### config.mk
export PLATFORM = sky130hd
export DESIGN_NAME = bencode_info_value_locator_flat
export DESIGN_NICKNAME = d
export VERILOG_FILES = /design/src/design/bivl_pkg.sv /design/src/design/bivl_in_if.sv /design/src/design/bivl_out_if.sv /design/src/design/bencode_info_value_locator.sv /design/src/flat_wrapper.sv
export VERILOG_INCLUDE_DIRS = /design/src /design/src/design
export SDC_FILE = /design/constraint.sdc
export NUM_CORES = 1
export LEC_CHECK = 0
export BUFFER_PORTS_ARGS = -buffer_cell sky130_fd_sc_hd__buf_2
export CAP_MARGIN = 20
export CORE_MARGIN = 2
export CORE_UTILIZATION = 57
export CTS_CLUSTER_SIZE = 28
export DETAILED_ROUTE_END_ITERATION = 8
export PLACE_DENSITY = 0.88
export SETUP_SLACK_MARGIN = 0.5
export SYNTH_ARGS = -nofsm -noshare
export SYNTH_HDL_FRONTEND = slang
export SYNTH_SLANG_ARGS = --single-unit
### constraint.sdc
create_clock -name clk -period 5.1 [get_ports clk]
set_input_delay 1.02 -clock clk [delete_from_list [all_inputs] [get_ports clk]]
set_output_delay 1.02 -clock clk [all_outputs]
set_load 0.01 [all_outputs]
### src/design/bencode_info_value_locator_assert.svh
// Assertion macros shared by the locator RTL.
`ifndef BENCODE_INFO_VALUE_LOCATOR_ASSERT_SVH
`define BENCODE_INFO_VALUE_LOCATOR_ASSERT_SVH

// Same-cycle implication, checked out of reset.
`define BIVL_ASSERT_NOW(label, ante, cons, msg) \
  label: assert property (@(posedge clk) disable iff (rst) (ante) |-> (cons)) \
    else $error(msg);

// Next-cycle implication, checked out of reset.
`define BIVL_ASSERT_NEXT(label, ante, cons, msg) \
  label: assert property (@(posedge clk) disable iff (rst) (ante) |=> (cons)) \
    else $error(msg);

`endif

### src/design/bivl_pkg.sv
package bivl_pkg;

  // Widths of the scan counters
  localparam int OFFSET_BITS = 32;
  localparam int DEPTH_BITS  = 16;
  localparam int CNT_BITS    = OFFSET_BITS + 1;
  localparam int FIELD_BITS  = 32;

  // Bencode syntax bytes
  localparam logic [7:0] CHR_D     = 8'h64;  // 'd'
  localparam logic [7:0] CHR_E     = 8'h65;  // 'e'
  localparam logic [7:0] CHR_I     = 8'h69;  // 'i'
  localparam logic [7:0] CHR_L     = 8'h6c;  // 'l'
  localparam logic [7:0] CHR_COLON = 8'h3a;  // ':'
  localparam logic [7:0] CHR_ZERO  = 8'h30;  // '0'
  localparam logic [7:0] CHR_NINE  = 8'h39;  // '9'

  // Target key is "info"
  localparam logic [CNT_BITS-1:0] KEY_LEN = CNT_BITS'(4);

  typedef enum logic [9:0] {
    PH_OPEN     = 10'b00_0000_0001,
    PH_ENTRY    = 10'b00_0000_0010,
    PH_KEYLEN   = 10'b00_0000_0100,
    PH_KEYBODY  = 10'b00_0000_1000,
    PH_VALSTART = 10'b00_0001_0000,
    PH_INT      = 10'b00_0010_0000,
    PH_STRLEN   = 10'b00_0100_0000,
    PH_STRBODY  = 10'b00_1000_0000,
    PH_NEST     = 10'b01_0000_0000,
    PH_DONE     = 10'b10_0000_0000
  } scan_phase_t;

  typedef enum logic [3:0] {
    IN_IDLE    = 4'b0001,
    IN_INT     = 4'b0010,
    IN_STRLEN  = 4'b0100,
    IN_STRBODY = 4'b1000
  } inner_phase_t;

  function automatic logic is_digit(input logic [7:0] b);
    return (b >= CHR_ZERO) && (b <= CHR_NINE);
  endfunction

  // Key byte at index 0..3 of "info"
  function automatic logic [7:0] info_key_byte(input logic [1:0] idx);
    logic [7:0] k;
    case (idx)
      2'd0:    k = 8'h69;  // 'i'
      2'd1:    k = 8'h6e;  // 'n'
      2'd2:    k = 8'h66;  // 'f'
      default: k = 8'h6f;  // 'o'
    endcase
    return k;
  endfunction

  // acc*10 + digit, saturating at all ones
  function automatic logic [CNT_BITS-1:0] add_digit(input logic [CNT_BITS-1:0] acc,
                                                     input logic [7:0] b);
    logic [CNT_BITS+3:0] wide;
    wide = ({4'b0, acc} << 3) + ({4'b0, acc} << 1) + (CNT_BITS+4)'(b[3:0]);
    if (wide[CNT_BITS+3:CNT_BITS] != 4'b0) begin
      return '1;
    end
    return wide[CNT_BITS-1:0];
  endfunction

endpackage

### src/design/bivl_in_if.sv
interface bivl_in_if;
  logic       valid;
  logic       ready;
  logic [7:0] data_byte;
  logic       last_byte;

  modport source (output valid, output data_byte, output last_byte, input ready);
  modport sink   (input valid, input data_byte, input last_byte, output ready);
endinterface

### src/design/bivl_out_if.sv
interface bivl_out_if;
  logic        valid;
  logic        ready;
  logic        found;
  logic [31:0] value_offset;
  logic [31:0] value_length;

  modport source (output valid, output found, output value_offset, output value_length,
                  input ready);
  modport sink   (input valid, input found, input value_offset, input value_length,
                  output ready);
endinterface

### src/design/bencode_info_value_locator.sv
// The result is registered; valid in the cycle after the last_byte request is accepted.
// Throughput: one byte per cycle while data.ready is high; each byte updates the scan state.
// A byte without last_byte is taken even while a result waits; a last byte waits for it.
// Reset (rst, synchronous) clears the scanner to wait for the opening 'd', drops any result.
// After every last byte the scanner returns to that same reset state.
module bencode_info_value_locator (
  input logic        clk,
  input logic        rst,
  bivl_in_if.sink    data,
  bivl_out_if.source result
);
  import bivl_pkg::*;

`include "bencode_info_value_locator_assert.svh"

  // Scan state
  scan_phase_t             scan_phase, scan_phase_next;
  inner_phase_t            inner_phase, inner_phase_next;
  logic [OFFSET_BITS-1:0]  byte_position, byte_position_next;
  logic [CNT_BITS-1:0]     pending_count, pending_count_next;
  logic [2:0]              key_byte_index, key_byte_index_next;
  logic                    key_matches, key_matches_next;
  logic                    target_value_flag, target_value_flag_next;
  logic [OFFSET_BITS-1:0]  value_start, value_start_next;
  logic [DEPTH_BITS-1:0]   nest_depth, nest_depth_next;
  logic                    outcome_found, outcome_found_next;
  logic [OFFSET_BITS-1:0]  outcome_length, outcome_length_next;

  // Result register
  logic                    res_valid;
  logic                    res_found, res_found_next;
  logic [FIELD_BITS-1:0]   res_offset, res_offset_next;
  logic [FIELD_BITS-1:0]   res_length, res_length_next;

  logic                    in_fire;
  logic [OFFSET_BITS-1:0]  pos_after;
  logic                    do_fail, do_complete, decided, hit;
  logic [7:0]              b;

  assign b          = data.data_byte;
  assign data.ready = !res_valid || result.ready || !data.last_byte;
  assign in_fire    = data.valid && data.ready;
  assign pos_after  = (&byte_position) ? byte_position : byte_position + 1'b1;

  // Per-byte scan update
  always_comb begin
    scan_phase_next        = scan_phase;
    inner_phase_next       = inner_phase;
    byte_position_next     = byte_position;
    pending_count_next     = pending_count;
    key_byte_index_next    = key_byte_index;
    key_matches_next       = key_matches;
    target_value_flag_next = target_value_flag;
    value_start_next       = value_start;
    nest_depth_next        = nest_depth;
    outcome_found_next     = outcome_found;
    outcome_length_next    = outcome_length;
    res_found_next         = 1'b0;
    res_offset_next        = '0;
    res_length_next        = '0;
    do_fail                = 1'b0;
    do_complete            = 1'b0;
    decided                = 1'b0;
    hit                    = 1'b0;

    if (in_fire) begin
      case (scan_phase)
        PH_OPEN: begin
          if (b == CHR_D) scan_phase_next = PH_ENTRY;
          else do_fail = 1'b1;
        end
        PH_ENTRY: begin
          if (is_digit(b)) begin
            pending_count_next = CNT_BITS'(b[3:0]);
            scan_phase_next    = PH_KEYLEN;
          end else begin
            do_fail = 1'b1;
          end
        end
        PH_KEYLEN: begin
          if (is_digit(b)) begin
            pending_count_next = add_digit(pending_count, b);
          end else if (b == CHR_COLON) begin
            key_byte_index_next = '0;
            key_matches_next    = (pending_count == KEY_LEN);
            if (pending_count == '0) begin
              target_value_flag_next = 1'b0;
              scan_phase_next        = PH_VALSTART;
            end else begin
              scan_phase_next = PH_KEYBODY;
            end
          end else begin
            do_fail = 1'b1;
          end
        end
        PH_KEYBODY: begin
          if (!key_byte_index[2] && (b != info_key_byte(key_byte_index[1:0]))) begin
            key_matches_next = 1'b0;
          end
          key_byte_index_next = key_byte_index + 1'b1;
          pending_count_next  = pending_count - 1'b1;
          if (pending_count_next == '0) begin
            target_value_flag_next = key_matches_next;
            scan_phase_next        = PH_VALSTART;
          end
        end
        PH_VALSTART: begin
          value_start_next = byte_position;
          if (b == CHR_I) begin
            scan_phase_next = PH_INT;
          end else if (is_digit(b)) begin
            pending_count_next = CNT_BITS'(b[3:0]);
            scan_phase_next    = PH_STRLEN;
          end else if (b == CHR_L || b == CHR_D) begin
            nest_depth_next  = DEPTH_BITS'(1);
            inner_phase_next = IN_IDLE;
            scan_phase_next  = PH_NEST;
          end else begin
            do_fail = 1'b1;
          end
        end
        PH_INT: begin
          if (b == CHR_E) do_complete = 1'b1;
        end
        PH_STRLEN: begin
          if (is_digit(b)) begin
            pending_count_next = add_digit(pending_count, b);
          end else if (b == CHR_COLON) begin
            if (pending_count == '0) do_complete = 1'b1;
            else scan_phase_next = PH_STRBODY;
          end else begin
            do_fail = 1'b1;
          end
        end
        PH_STRBODY: begin
          pending_count_next = pending_count - 1'b1;
          if (pending_count_next == '0) do_complete = 1'b1;
        end
        PH_NEST: begin
          case (inner_phase)
            IN_IDLE: begin
              if (b == CHR_E) begin
                nest_depth_next = nest_depth - 1'b1;
                if (nest_depth_next == '0) do_complete = 1'b1;
              end else if (b == CHR_L || b == CHR_D) begin
                if (&nest_depth) do_fail = 1'b1;
                else nest_depth_next = nest_depth + 1'b1;
              end else if (is_digit(b)) begin
                pending_count_next = CNT_BITS'(b[3:0]);
                inner_phase_next   = IN_STRLEN;
              end else if (b == CHR_I) begin
                inner_phase_next = IN_INT;
              end else begin
                do_fail = 1'b1;
              end
            end
            IN_INT: begin
              if (b == CHR_E) inner_phase_next = IN_IDLE;
            end
            IN_STRLEN: begin
              if (is_digit(b)) begin
                pending_count_next = add_digit(pending_count, b);
              end else if (b == CHR_COLON) begin
                inner_phase_next = (pending_count == '0) ? IN_IDLE : IN_STRBODY;
              end else begin
                do_fail = 1'b1;
              end
            end
            default: begin
              pending_count_next = pending_count - 1'b1;
              if (pending_count_next == '0) inner_phase_next = IN_IDLE;
            end
          endcase
        end
        default: ;  // decided: later bytes are ignored
      endcase

      // Outcome latch on failure or on completion of a value
      if (do_fail) begin
        scan_phase_next     = PH_DONE;
        outcome_found_next  = 1'b0;
        outcome_length_next = '0;
      end else if (do_complete) begin
        if (target_value_flag) begin
          scan_phase_next     = PH_DONE;
          outcome_found_next  = 1'b1;
          outcome_length_next = pos_after - value_start;
        end else begin
          scan_phase_next = PH_ENTRY;
        end
      end

      byte_position_next = pos_after;

      // End of buffer: form the result, then return to reset state
      if (data.last_byte) begin
        decided = (scan_phase_next == PH_DONE);
        if (decided) begin
          hit = outcome_found_next;
        end else begin
          hit = target_value_flag_next &&
                ((scan_phase_next == PH_INT) ||
                 ((scan_phase_next == PH_NEST) &&
                  ((inner_phase_next == IN_IDLE) || (inner_phase_next == IN_INT))));
        end
        res_found_next = hit;
        if (hit) begin
          res_offset_next = FIELD_BITS'(value_start_next);
          res_length_next = decided ? FIELD_BITS'(outcome_length_next)
                                    : FIELD_BITS'(pos_after - value_start_next);
        end

        scan_phase_next        = PH_OPEN;
        inner_phase_next       = IN_IDLE;
        byte_position_next     = '0;
        pending_count_next     = '0;
        key_byte_index_next    = '0;
        key_matches_next       = 1'b1;
        target_value_flag_next = 1'b0;
        value_start_next       = '0;
        nest_depth_next        = '0;
        outcome_found_next     = 1'b0;
        outcome_length_next    = '0;
      end
    end
  end

  // Scan state registers
  always_ff @(posedge clk) begin
    if (rst) begin
      scan_phase        <= PH_OPEN;
      inner_phase       <= IN_IDLE;
      byte_position     <= '0;
      pending_count     <= '0;
      key_byte_index    <= '0;
      key_matches       <= 1'b1;
      target_value_flag <= 1'b0;
      value_start       <= '0;
      nest_depth        <= '0;
      outcome_found     <= 1'b0;
      outcome_length    <= '0;
    end else begin
      scan_phase        <= scan_phase_next;
      inner_phase       <= inner_phase_next;
      byte_position     <= byte_position_next;
      pending_count     <= pending_count_next;
      key_byte_index    <= key_byte_index_next;
      key_matches       <= key_matches_next;
      target_value_flag <= target_value_flag_next;
      value_start       <= value_start_next;
      nest_depth        <= nest_depth_next;
      outcome_found     <= outcome_found_next;
      outcome_length    <= outcome_length_next;
    end
  end

  // Result valid: loaded by a last byte, cleared when taken
  always_ff @(posedge clk) begin
    if (rst) begin
      res_valid <= 1'b0;
    end else if (in_fire && data.last_byte) begin
      res_valid <= 1'b1;
    end else if (result.ready) begin
      res_valid <= 1'b0;
    end
  end

  // Result payload
  always_ff @(posedge clk) begin
    if (in_fire && data.last_byte) begin
      res_found  <= res_found_next;
      res_offset <= res_offset_next;
      res_length <= res_length_next;
    end
  end

  assign result.valid        = res_valid;
  assign result.found        = res_found;
  assign result.value_offset = res_offset;
  assign result.value_length = res_length;

  // Checks
  `BIVL_ASSERT_NEXT(a_restart_after_last, in_fire && data.last_byte,
    scan_phase == PH_OPEN && byte_position == '0 && res_valid,
    "scanner did not restart after last byte")
  `BIVL_ASSERT_NOW(a_no_result_overrun, in_fire && data.last_byte,
    !res_valid || result.ready, "last byte accepted over a pending result")
  `BIVL_ASSERT_NOW(a_nest_depth_live, scan_phase == PH_NEST,
    nest_depth != '0, "nesting depth zero inside a container")
  `BIVL_ASSERT_NOW(a_body_count_live,
    scan_phase == PH_KEYBODY || scan_phase == PH_STRBODY ||
    (scan_phase == PH_NEST && inner_phase == IN_STRBODY),
    pending_count != '0, "body byte count zero while in a body")
  `BIVL_ASSERT_NOW(a_found_only_done, outcome_found,
    scan_phase == PH_DONE, "found latched outside decided state")

endmodule

### src/flat_wrapper.sv
// flat-port wrapper written by rule: the top's interface ports become plain ports
module bencode_info_value_locator_flat import bivl_pkg::*;
  (clk, rst, data_valid, data_data_byte, data_last_byte, data_ready, result_valid, result_found, result_value_offset, result_value_length, result_ready);
  bivl_in_if data_i ();
  bivl_out_if result_i ();
  input logic clk;
  input logic rst;
  input wire logic [$bits(data_i.valid)-1:0] data_valid;
  input wire logic [$bits(data_i.data_byte)-1:0] data_data_byte;
  input wire logic [$bits(data_i.last_byte)-1:0] data_last_byte;
  output wire logic [$bits(data_i.ready)-1:0] data_ready;
  output wire logic [$bits(result_i.valid)-1:0] result_valid;
  output wire logic [$bits(result_i.found)-1:0] result_found;
  output wire logic [$bits(result_i.value_offset)-1:0] result_value_offset;
  output wire logic [$bits(result_i.value_length)-1:0] result_value_length;
  input wire logic [$bits(result_i.ready)-1:0] result_ready;
  assign data_i.valid = data_valid;
  assign data_i.data_byte = data_data_byte;
  assign data_i.last_byte = data_last_byte;
  assign data_ready = data_i.ready;
  assign result_valid = result_i.valid;
  assign result_found = result_i.found;
  assign result_value_offset = result_i.value_offset;
  assign result_value_length = result_i.value_length;
  assign result_i.ready = result_ready;
  bencode_info_value_locator u_core (.clk(clk), .rst(rst), .data(data_i), .result(result_i));
endmodule
==> flow_summary.ini <==
[floorplan]
rows = 68
fp.dieArea_um2 = 36000
die_w_um = 190
die-height_um = 190
initial_core_util = 0.573
core_area_um2 = 34300
io_pins = 80

[setup_path]
crit_required_ps = 5410
crit_chain = nand4_1 > or4_4 > nor4_4 > buf_6 > nor3b_2 > nand2_1 > xnor2_1 > ha_2 > a21o_1 > a221oi_4 > o211ai_1 > a221oi_4 > buf_6 > nor2_4 > a211oi_2 > o21bai_1 > xnor2_1 > nor2_1 > o21ai_1 > a21oi_1
cp_slowest_cell = or4_4
crit_type = flop to flop
crit_path_start_kind = flop
crit_fanout = 6
arrival_ps = 5280
cp-end-kind = flop
max_stage_delay_ps = 620

[clocking]
cts_buffer_depth = 3
cts_buffers = 26
path_clk_slew_ps = 70
h-tree-depth = 1
cts_tree = built
cts_sinks = 231
root_buffer = clkbuf_16
clk_latency_ps = 570

[sta]
timing.final.ws_setup_ps = 131
slew_headroom = 0.214
period_needed_ps = 4970
clock_skew_ps = 31.9
post-route-period-util = 0.974
worst_pin_slew_ps = 1150
drv_slew = 0
final-hold-violation-count = 0
fmax_mhz = 201
tns_ps = 0
rsz0062_at_grt = true
setup_viol = 0

[route]
drc = 0
first_iter_violations = 2677
postRouteAntennaNets = 0
wl_per_cell_um = 21.1
drt-pass1-iter-count = 8
vias = 21670
wirelength_um = 65900
via_per_inst = 6.93

[synthesis]
synth_top_area_frac = 0.169
synthFlopType = dfxtp_1
synth_edf_count = 65
synth-seq-area-share = 0.268
synth-seq-cells = 231
syn-instance-count = 2585
synth_area_um2 = 19700
ys_warn_count = 0
async_flop_share = 0
synth_top_area_cell = dfxtp_1
synthesis.nets = 2738
synth.avg_cell_area_um2 = 7.60
ys_top_cells_by_area = dfxtp_1 17%, edfxtp_1 9.9%, ha_1 8.7%
synth_cell_types = 90

[job]
drv_cap = 0

[placement]
dp_hpwl_um = 41000
dp_slack_ps = -113
gp_congestion = 0.987
placed_cell_area_um2 = 20600
dp_cells = 3021
io_buffer_count = 79

[global_route]
antenna_found_initial = 2
grt_pass1_wl_um = 97200
grt_pass1_vias = 19690
grt_start_max_net_pins = 75
grt_usage = 0.323
grt-ovfl-total = 0

[finish]
fin_nets = 2804
final_common_cell = nor2_1
fill_cells = 2645
layout-drive-gt1-share = 0.165
stdcell_count = 3127
synthToLayoutAreaGrowth_pct = 15.7
fin_area_um2 = 22700
layout_common_cells = 345 x nor2_1, 228 x a21oi_1, 193 x o21ai_0

[power_and_ir_drop]
p_leak_nw = 9.35
ir_worst_vdd_uv = 254
total_power_mw = 4.35
power.density_nw_per_um2 = 191

[min_path]
hold_class = flop to flop

[run_status]
outcome = finished clean
==> worst paths after layout <==
check	depth (start not counted)	from	slack, ps	to
max	20	u_core.byte_position[16]	130	u_core.result.value_length[28]
min	2	u_core.outcome_length[23]	470	u_core.outcome_length[23]
max reg2reg	20	u_core.byte_position[16]	130	u_core.result.value_length[28]
min reg2reg	2	u_core.outcome_length[23]	470	u_core.outcome_length[23]
==> where the power goes <==
| group | total, mW | leakage [nW] | switching [mW] | internal, mW |
|---|---|---|---|---|
| combinational | 0.437 | 6.92 | 0.296 | 0.141 |
| sequential | 1.91 | 1.98 | 0.0111 | 1.90 |
| clock | 2.01 | 0.445 | 0.846 | 1.16 |
==> through the flow <==
step | utilization | hold WS (ps)
3_3_place_gp | 0.600 | 437
5_1_grt | 0.663 | 479
4_1_cts | 0.639 | 459
6_report | 0.663 | 467
2_1_floorplan | - | 432
3_5_place_dp | 0.600 | 445
==> logic make-up (layout without fill, tap and decap cells) <==
group / count (synthesis) / after routing / share of synthesized area
compound gates: 797 / 797 / 0.255
xor+xnor: 127 / 127 / 0.0566
fa+ha+maj: 140 / 140 / 0.0906
buf+inv: 248 / 334 / 0.0510
flops: 231 / 231 / 0.268
mux: 62 / 62 / 0.0320
other cells: 0 / 1 / 0
simple gates: 980 / 980 / 0.247
==> sequential cells by signal, summed over array words and instances (netlist names), 3 cells and up <==
| register | flops |
|---|---|
| u_core.key_byte_index | 3 |
| u_core.inner_phase | 4 |
| u_core.nest_depth | 16 |
| u_core.result.value_length | 32 |
| u_core.result.value_offset | 32 |
| u_core.byte_position | 32 |
| u_core.outcome_length | 32 |
| u_core.pending_count | 33 |
| u_core.scan_phase | 10 |
| u_core.value_start | 32 |
==> synthesized netlist by cell type (37+ instances only) <==
master,count
nand3_1,63
nand2_1,167
a22oi_1,60
a21o_1,62
xnor2_1,79
and3_1,37
o21ai_0,206
or3_1,40
dfxtp_1,166
xor2_1,48
nor3_1,91
ha_1,136
clkbuf_1,137
inv_1,76
a21oi_1,241
mux2i_1,59
nor2_1,351
edfxtp_1,65
==> final cells by class <==
| class | instances | area (um2) | share of cell area |
|---|---|---|---|
| Clock buffer | 32 | 723 | 0.0318 |
| Tap cell | 455 | 569 | 0.0250 |
| Timing Repair Buffer | 210 | 1450 | 0.0638 |
| Sequential cell | 231 | 5330 | 0.234 |
| Inverter | 76 | 285 | 0.0125 |
| Multi-Input combinational cell | 2106 | 14200 | 0.624 |
| Antenna cell | 1 | 2.50 | 0.000110 |
| Clock inverter | 16 | 181 | 0.00798 |
==> what timing repair did <==
item	4_1_cts	5_1_grt
gates resized for setup	67	123
setup endpoints to repair	28	96
cloned	1	1
pin swaps	26	69
setup buffers	19	36
hold buffers	0	0
==> per-layer routing <==
metal  global-route usage  up-vias  wire, um  share of wire
li1                     -     9622         -              -
met1                0.403    10045     24600           0.37
met2                0.548     1571     30500           0.46
met3               0.0413      432      6600           0.10
met4                0.162        0      4200          0.064
met5                    0        -         0              0
==> critical path: cells and delay by family, from the launching register on <==
family,cells,cell delay (ps)
compound gates,8,1860
simple gates,7,1270
xor+xnor,2,460
fa+ha+maj,1,410
flops,1,370
buf+inv,2,340
Note: power is estimated with default switching activity, not from simulation.
